`src/sv/tfsm_pkg.sv`:
```
// package for the telemetry frame sync and median filter
// constants, history entry type, sequencer states and crc step; no dependencies
package tfsm_pkg;

  localparam int unsigned FRAME_LEN   = 10;
  localparam int unsigned CRC_LEN     = 9;
  localparam int unsigned HIST_DEPTH  = 11;
  localparam int unsigned HIST_IDX_W  = (HIST_DEPTH > 1) ? $clog2(HIST_DEPTH) : 1;
  localparam int unsigned HIST_CNT_W  = $clog2(HIST_DEPTH + 1);
  localparam logic [15:0] SCALE_RESET = 16'd16384;
  localparam logic [31:0] PROD_MIN    = 32'd8192000;   // 500 * 16384
  localparam logic [31:0] PROD_MAX    = 32'd49152000;  // 3000 * 16384
  localparam logic [13:0] CUR_MAX     = 14'd10000;
  localparam logic [7:0]  TEMP_MIN    = 8'd10;
  localparam logic [7:0]  TEMP_MAX    = 8'd120;
  localparam logic [15:0] ERPM_MAX    = 16'd3000;
  localparam logic [7:0]  CRC_POLY    = 8'h07;

  // frame status codes
  localparam logic [1:0] ST_PARTIAL  = 2'd0;
  localparam logic [1:0] ST_ACCEPTED = 2'd1;
  localparam logic [1:0] ST_CRC_BAD  = 2'd2;
  localparam logic [1:0] ST_IMPLAUS  = 2'd3;

  typedef struct packed {
    logic [6:0]  temp;
    logic [11:0] volt;
    logic [13:0] cur;
    logic [15:0] cons;
    logic [11:0] erpm;
  } hist_t;

  typedef enum logic [2:0] {
    S_IDLE,
    S_CRC,
    S_MUL,
    S_CHK,
    S_LOAD,
    S_SWEEP,
    S_DONE
  } state_t;

  // one byte of msb-first crc-8, no reflection
  function automatic logic [7:0] crc_step(input logic [7:0] c, input logic [7:0] b);
    logic [7:0] r;
    r = c ^ b;
    for (int k = 0; k < 8; k++) begin
      r = r[7] ? ((r << 1) ^ CRC_POLY) : (r << 1);
    end
    return r;
  endfunction

endpackage

```
`src/sv/telemetry_frame_sync_median.sv`:
```
// a short window goes straight to its result; a full window runs the crc over its first nine
// bytes and ends on a mismatch, else the scaled voltage product is registered and checked:
// an implausible frame ends there, an accepted one is stored in the history and the medians
// are swept over the n filled entries. one byte at a time: ready again only after its result
// is loaded into the output register once the last result is taken. reset (rst_n low, synchronous)
// empties window and history, clears counters and medians, and sets the voltage scale to 1.0
module telemetry_frame_sync_median
  import tfsm_pkg::*;
(
  input  logic         clk,
  input  logic         rst_n,
  input  logic         in_tvalid,
  output logic         in_tready,
  input  logic [7:0]   in_tdata,   // rx_byte
  output logic         out_tvalid,
  input  logic         out_tready,
  // frame_status, have_data, median_temperature, median_voltage_cv, median_current_ca,
  // median_consumption, median_erpm, accepted_count, rejected_count, byte_count
  output logic [159:0] out_tdata,
  input  logic         cfg_wr_en,
  input  logic [15:0]  cfg_wr_data
);

  state_t state_r, state_nxt;

  logic [7:0]  win_r [FRAME_LEN];
  logic [3:0]  fill_r;
  logic [3:0]  k_r;
  logic [7:0]  crc_r;
  logic [31:0] prod_r;
  logic [1:0]  status_r;
  logic [15:0] scale_r;
  hist_t       hist_r [HIST_DEPTH];
  logic [HIST_IDX_W-1:0] slot_r;
  logic [HIST_CNT_W-1:0] entries_r;
  logic [HIST_IDX_W-1:0] i_r, j_r;
  hist_t       cand_r, med_r;
  logic [HIST_CNT_W-1:0] lt_r [5];
  logic [HIST_CNT_W-1:0] le_r [5];
  logic [31:0] acc_cnt_r, rej_cnt_r, byte_cnt_r;
  logic        out_tvalid_r;
  logic [159:0] out_tdata_r;

  logic        in_acc;
  logic [3:0]  wr_pos;
  logic [7:0]  crc_fin;
  logic        plausible;
  hist_t       rd_ent;
  logic [HIST_IDX_W-1:0] rd_idx;
  logic [HIST_CNT_W-1:0] half;
  logic [HIST_CNT_W-1:0] lt_nxt [5];
  logic [HIST_CNT_W-1:0] le_nxt [5];
  logic [4:0]  hit;
  logic        out_free;

  assign in_tready  = (state_r == S_IDLE);
  assign in_acc     = in_tvalid && in_tready;
  assign out_tvalid = out_tvalid_r;
  assign out_tdata  = out_tdata_r;
  assign out_free   = !out_tvalid_r || out_tready;
  assign wr_pos     = (fill_r >= 4'(FRAME_LEN)) ? 4'(FRAME_LEN - 1) : fill_r;
  assign crc_fin    = crc_step(crc_r, win_r[k_r]);
  assign half       = entries_r >> 1;

  // plausibility on the registered product
  assign plausible = (prod_r >= PROD_MIN) && (prod_r <= PROD_MAX)
                   && ({win_r[3], win_r[4]} <= {2'b00, CUR_MAX})
                   && (win_r[0] >= TEMP_MIN) && (win_r[0] <= TEMP_MAX)
                   && ({win_r[7], win_r[8]} <= ERPM_MAX);

  // single history read port: candidate on load, sweep element otherwise
  assign rd_idx = (state_r == S_LOAD) ? i_r : j_r;
  assign rd_ent = hist_r[rd_idx];

  // shared compare lanes, one per field
  always_comb begin
    logic [4:0] lt, eq;
    lt[0] = rd_ent.temp < cand_r.temp;  eq[0] = rd_ent.temp == cand_r.temp;
    lt[1] = rd_ent.volt < cand_r.volt;  eq[1] = rd_ent.volt == cand_r.volt;
    lt[2] = rd_ent.cur  < cand_r.cur;   eq[2] = rd_ent.cur  == cand_r.cur;
    lt[3] = rd_ent.cons < cand_r.cons;  eq[3] = rd_ent.cons == cand_r.cons;
    lt[4] = rd_ent.erpm < cand_r.erpm;  eq[4] = rd_ent.erpm == cand_r.erpm;
    for (int f = 0; f < 5; f++) begin
      lt_nxt[f] = lt_r[f] + HIST_CNT_W'(lt[f]);
      le_nxt[f] = le_r[f] + HIST_CNT_W'(lt[f] | eq[f]);
      hit[f]    = (lt_nxt[f] <= half) && (le_nxt[f] > half);
    end
  end

  // sequencer next state
  always_comb begin
    state_nxt = state_r;
    unique case (state_r)
      S_IDLE:  if (in_acc) state_nxt = (wr_pos == 4'(FRAME_LEN - 1)) ? S_CRC : S_DONE;
      S_CRC:   if (k_r == 4'(CRC_LEN - 1)) begin
                 state_nxt = (crc_fin != win_r[FRAME_LEN-1]) ? S_DONE : S_MUL;
               end
      S_MUL:   state_nxt = S_CHK;
      S_CHK:   state_nxt = plausible ? S_LOAD : S_DONE;
      S_LOAD:  state_nxt = S_SWEEP;
      S_SWEEP: if (HIST_CNT_W'(j_r) == entries_r - 1'b1) begin
                 state_nxt = (HIST_CNT_W'(i_r) == entries_r - 1'b1) ? S_DONE : S_LOAD;
               end
      S_DONE:  if (out_free) state_nxt = S_IDLE;
      default: state_nxt = S_IDLE;
    endcase
  end

  always_ff @(posedge clk) begin
    if (!rst_n) state_r <= S_IDLE;
    else        state_r <= state_nxt;
  end

  // configuration register
  always_ff @(posedge clk) begin
    if (!rst_n)         scale_r <= SCALE_RESET;
    else if (cfg_wr_en) scale_r <= cfg_wr_data;
  end

  // window, crc, check and history datapath
  always_ff @(posedge clk) begin
    if (!rst_n) begin
      fill_r     <= '0;
      slot_r     <= '0;
      entries_r  <= '0;
      med_r      <= '0;
      acc_cnt_r  <= '0;
      rej_cnt_r  <= '0;
      byte_cnt_r <= '0;
      status_r   <= ST_PARTIAL;
    end else begin
      case (state_r)
        S_IDLE: if (in_acc) begin
          win_r[wr_pos] <= in_tdata;
          fill_r        <= wr_pos + 4'd1;
          byte_cnt_r    <= byte_cnt_r + 32'd1;
          status_r      <= ST_PARTIAL;
          k_r           <= '0;
          crc_r         <= '0;
        end
        S_CRC: begin
          crc_r <= crc_fin;
          k_r   <= k_r + 4'd1;
          if (k_r == 4'(CRC_LEN - 1) && crc_fin != win_r[FRAME_LEN-1]) begin
            status_r  <= ST_CRC_BAD;
            rej_cnt_r <= rej_cnt_r + 32'd1;
            for (int b = 0; b < FRAME_LEN - 1; b++) win_r[b] <= win_r[b+1];
            fill_r <= 4'(FRAME_LEN - 1);
          end
        end
        S_MUL: prod_r <= {win_r[1], win_r[2]} * scale_r;
        S_CHK: begin
          if (plausible) begin
            hist_r[slot_r] <= '{temp: win_r[0][6:0], volt: prod_r[25:14],
                                cur: {win_r[3][5:0], win_r[4]},
                                cons: {win_r[5], win_r[6]}, erpm: {win_r[7][3:0], win_r[8]}};
            slot_r    <= (slot_r == HIST_IDX_W'(HIST_DEPTH - 1)) ? '0 : slot_r + 1'b1;
            if (entries_r != HIST_CNT_W'(HIST_DEPTH)) entries_r <= entries_r + 1'b1;
            status_r  <= ST_ACCEPTED;
            acc_cnt_r <= acc_cnt_r + 32'd1;
            fill_r    <= '0;
            i_r       <= '0;
          end else begin
            status_r  <= ST_IMPLAUS;
            rej_cnt_r <= rej_cnt_r + 32'd1;
            for (int b = 0; b < FRAME_LEN - 1; b++) win_r[b] <= win_r[b+1];
            fill_r <= 4'(FRAME_LEN - 1);
          end
        end
        S_LOAD: begin
          cand_r <= rd_ent;
          j_r    <= '0;
          for (int f = 0; f < 5; f++) begin
            lt_r[f] <= '0;
            le_r[f] <= '0;
          end
        end
        S_SWEEP: begin
          for (int f = 0; f < 5; f++) begin
            lt_r[f] <= lt_nxt[f];
            le_r[f] <= le_nxt[f];
          end
          j_r <= j_r + 1'b1;
          if (HIST_CNT_W'(j_r) == entries_r - 1'b1) begin
            i_r <= i_r + 1'b1;
            if (hit[0]) med_r.temp <= cand_r.temp;
            if (hit[1]) med_r.volt <= cand_r.volt;
            if (hit[2]) med_r.cur  <= cand_r.cur;
            if (hit[3]) med_r.cons <= cand_r.cons;
            if (hit[4]) med_r.erpm <= cand_r.erpm;
          end
        end
        default: ;
      endcase
    end
  end

  // output register
  always_ff @(posedge clk) begin
    if (!rst_n) begin
      out_tvalid_r <= 1'b0;
    end else if (state_r == S_DONE && out_free) begin
      out_tvalid_r <= 1'b1;
      out_tdata_r  <= {byte_cnt_r, rej_cnt_r, acc_cnt_r, med_r.erpm, med_r.cons, med_r.cur,
                       med_r.volt, med_r.temp, (entries_r != '0), status_r};
    end else if (out_tready) begin
      out_tvalid_r <= 1'b0;
    end
  end

`ifndef ASSERT_OFF
  a_busy_not_ready: assert property (@(posedge clk) disable iff (!rst_n)
    (state_r != S_IDLE) |-> !in_tready) else $error("ready while busy");
  a_fill_range: assert property (@(posedge clk) disable iff (!rst_n)
    fill_r <= 4'(FRAME_LEN)) else $error("window fill out of range");
  a_entries_range: assert property (@(posedge clk) disable iff (!rst_n)
    entries_r <= HIST_CNT_W'(HIST_DEPTH)) else $error("history count out of range");
  a_one_result: assert property (@(posedge clk) disable iff (!rst_n)
    in_acc |=> !in_tready) else $error("beat accepted without processing");
`endif

endmodule
```
`config.mk`:
```
export PLATFORM = sky130hd
export DESIGN_NAME = telemetry_frame_sync_median
export DESIGN_NICKNAME = d
export VERILOG_FILES = /design/src/sv/tfsm_pkg.sv /design/src/sv/telemetry_frame_sync_median.sv
export SDC_FILE = /design/constraint.sdc
export NUM_CORES = 2
export LEC_CHECK = 0
export BUFFER_PORTS_ARGS = -buffer_cell sky130_fd_sc_hd__buf_4
export CORE_ASPECT_RATIO = 0.6
export CORE_MARGIN = 2
export CORE_UTILIZATION = 57
export CTS_BUF_LIST = sky130_fd_sc_hd__clkbuf_16
export CTS_CLUSTER_DIAMETER = 40
export CTS_CLUSTER_SIZE = 10
export DETAILED_ROUTE_END_ITERATION = 12
export MAX_ROUTING_LAYER = met4
export PLACE_DENSITY = 0.76
export SKIP_CTS_REPAIR_TIMING = 1
export SYNTH_ARGS = -nofsm -noshare
export SYNTH_HDL_FRONTEND = slang
export SYNTH_SLANG_ARGS = --single-unit
```
`constraint.sdc`:
```
create_clock -name clk -period 14.3 [get_ports clk]
set_clock_uncertainty 0.15 [all_clocks]
set_input_delay 2.145 -clock clk [delete_from_list [all_inputs] [get_ports clk]]
set_output_delay 2.145 -clock clk [all_outputs]
set_load 0.02 [all_outputs]
```
==> qor.csv <==
metric,value,unit
cts.path.max_buffers,3,
gp_congestion,0.892,
power.density,161,nW/µm²
fin_total_pwr,11.2,mW
grt_pass1_wl,223000,µm
cp-start-kind,flip-flop,
p_sw,3.46,mW
tightestPinTransition,1.16,ns
synthArstFlopShare,0,%
clock_sinks,1307,
dp_hpwl,92300,µm
crit_path_end_kind,flip-flop,
fillers,7381,
drt_first_iter_violations,4307,
power_leakage,25.8,nW
drtAntennaViolNets,0,
final_nets,4787,
critPathKind,flip-flop to flip-flop,
wirelength,147000,µm
syn_area,61200,µm²
firstDrtPassIters,8,
synth_cell_type_count,68,
holdCritPathClass,flip-flop to flip-flop,
chipWidth,427,µm
cp.required,14.79,ns
clockPowerShare,32.4,%
syn_avg_cell_area,15.0,µm²
cts_tree,built,
crit_top_cell,o21a_1,
start_util,57.3,%
cpPeakStageDelay,0.88,ns
htreeDepth,4,
grt_pass1_vias,35107,
vias,35209,
clk_pin_slew,0.06,ns
clockRootBuffer,clkbuf_16,
seqPwrFrac,41.2,%
grt_usage,28.0,%
finalSetupViolations,0,
final_util,64.8,%
cts_buffers,154,
hold_slack,0.281,ns
swShare,31.0,%
rows,93,
drive_gt1_share,18.1,%
slew_headroom,20.5,%
fin_tns_setup,0,ns
min_period,9.18,ns
critPathArrivalTime,9.67,ns
hold_viol_final,0,
synth_seq_cells,1307,
ir_drop,130,µV
drcViolationCount,0,
combPwrFrac,26.4,%
ys_warn_count,0,
slew_violations,0,
slowest_stage,a211oi_4,
antenna_found_initial,7,
timing.fmax,109,MHz
p_int,7.69,mW
rsz0062_at_grt,no,
dieArea,110000,µm²
core,107000,µm²
synth_seq_area_share,60.9,%
max-cap-violations,0,
synth_edf_count,1112,
status,"complete, no violations",
die_h,258,µm
grt_max_degree,161,
routedWlPerCell,25.1,µm
synthFlopType,edfxtp_1,
via_per_inst,6.00,
period_share,64.2,%
numPortBuffers,190,
clkLatencyLatePin,0.80,ns
synthCells,4066,
io-pin-count,191,
cp_max_fo,96,
synthToLayoutAreaGrowth,13.1,%
grt-ovfl-total,0,
-- worst paths after layout --
path | endpoint | startpoint | cells past startpoint | slack (ns)
worst min-delay path | out_tdata[16] | med_r[48] | 0 | 0.28
worst min register to register | out_tdata[16] | med_r[48] | 0 | 0.28
worst max register to register | med_r[25] | state_r[2] | 28 | 5.12
worst max-delay path | med_r[25] | state_r[2] | 28 | 5.12
-- cells in the mapped netlist (3+ instances only) --
| cell | instances | area (µm²) |
|---|---|---|
| mux2_2 | 137 | 1540 |
| nor2b_1 | 26 | 163 |
| buf_6 | 11 | 124 |
| o21ai_0 | 56 | 280 |
| nor2_1 | 228 | 856 |
| dfxtp_1 | 195 | 3900 |
| and3_1 | 40 | 250 |
| o31ai_1 | 5 | 37.5 |
| mux2i_1 | 153 | 1530 |
| a31oi_1 | 4 | 25.0 |
| edfxtp_1 | 1112 | 33400 |
| xnor2_1 | 53 | 464 |
| buf_2 | 7 | 35.0 |
| nor3_1 | 31 | 155 |
| mux4_2 | 202 | 4550 |
| nand2b_1 | 40 | 250 |
| nand4_1 | 40 | 250 |
| a21oi_1 | 68 | 340 |
| buf_1 | 20 | 75.1 |
| nand3b_1 | 3 | 22.5 |
| nor4_1 | 11 | 68.8 |
| o41ai_1 | 3 | 26.3 |
| ha_1 | 229 | 2870 |
| a22o_1 | 5 | 43.8 |
| nand2_1 | 286 | 1070 |
| a211oi_1 | 25 | 188 |
| inv_1 | 333 | 1250 |
| o21bai_1 | 5 | 37.5 |
| and4_1 | 12 | 105 |
| buf_4 | 3 | 22.5 |
| nand3_1 | 66 | 330 |
| fa_1 | 194 | 3880 |
| o21a_1 | 28 | 210 |
| nor3b_1 | 3 | 22.5 |
| a2111oi_0 | 4 | 35.0 |
| xor2_1 | 94 | 823 |
| or3_1 | 11 | 68.8 |
| o22ai_1 | 4 | 25.0 |
| or2_2 | 9 | 56.3 |
| a21o_1 | 28 | 210 |
| clkbuf_1 | 120 | 450 |
| and2_1 | 127 | 795 |
-- cells by family (layout without fill, tap and decap cells) --
kind of cell	Yosys count	in the layout	share of synthesized area, %
AO/OA/AOI/OAI	262	262	2.80
XOR/XNOR	149	149	2.18
adder cells (fa/ha/maj)	423	423	11.0
buffers and inverters	494	837	3.20
flip-flops	1307	1307	60.9
multiplexers	492	492	12.5
other	1	36	0.00613
AND/OR/NAND/NOR	938	938	7.38
-- power groups by stage --
stage          combinational (mW)  clock (mW)  sequential [mW]
3_3_place_gp                 2.79           0             4.66
2_1_floorplan                2.12           0             4.58
3_5_place_dp                 2.86           0             4.66
6_report                     2.95        3.61             4.60
5_1_grt                      3.23        3.80             4.61
4_1_cts                      2.91        3.65             4.59
-- state kept, by name (all words and copies together), names as in the netlist, named ones only --
name / cells
entries_r: 4
status_r: 2
state_r: 3
byte_cnt_r: 32
hist_r: 671
acc_cnt_r: 32
rej_cnt_r: 32
j_r: 4
scale_r: 16
out_tdata: 160
win_r: 128
crc_r: 8
slot_r: 4
out_tvalid: 1
fill_r: 4
le_r: 20
cand_r: 61
prod_r: 32
k_r: 4
i_r: 4
med_r: 61
lt_r: 20
-- critical path, delay by kind of cell (launching register included) --
kind	cells	cell delay (ns)
AOI/OAI and AO/OA	9	2.14
and+or+nand+nor	8	1.80
muxes	4	1.82
DFF	1	0.55
adders and majority gates	4	1.03
buffers and inverters	3	1.39
-- stage by stage --
stage / setup WS [ns] / instances / cell area (µm²)
6_report: 5.12 / 5869 / 69200
5_1_grt: 4.45 / 5869 / 69200
4_1_cts: 5.10 / 5865 / 69200
3_5_place_dp: 5.26 / 5604 / 64500
3_3_place_gp: 5.59 / 5604 / 64500
2_1_floorplan: 4.38 / 4097 / 61300
-- routing by layer --
layer  track usage [%]  part of all wire [%]  vias to the layer above
li1                  -                     -                    15311
met2              39.5                    44                     1854
met3              6.81                    11                      211
met4              7.11                   2.1                        0
met5                 -                     0                        -
met1              41.2                    43                    17833
-- cell usage in the layout (no fill, tap or decap), drive strengths merged, types with 26 or more instances in the layout --
cell    count
a21o       28
a21oi      68
and2      127
and3       41
buf       243
clkbuf    155
conb       32
dfxtp     195
edfxtp   1112
fa        194
ha        229
inv       416
mux2      137
mux2i     153
mux4      202
nand2     286
nand2b     40
nand3      66
nand4      40
nor2      228
nor2b      26
nor3       31
o21a       28
o21ai      58
xnor2      53
xor2       94
-- area by class of cell --
class                           count  area, µm²  share of cell area [%]
Timing Repair Buffer              243       1870                    2.71
Clock inverter                    106        858                    1.24
Sequential cell                  1307      37300                    53.9
Inverter                          333       1250                    1.81
Antenna cell                        4       10.0                  0.0145
Clock buffer                      155       3880                    5.60
Multi-Input combinational cell   2296      22200                    32.1
Tap cell                         1425       1780                    2.58
No activity file was read; power rests on OpenSTA's default activity.
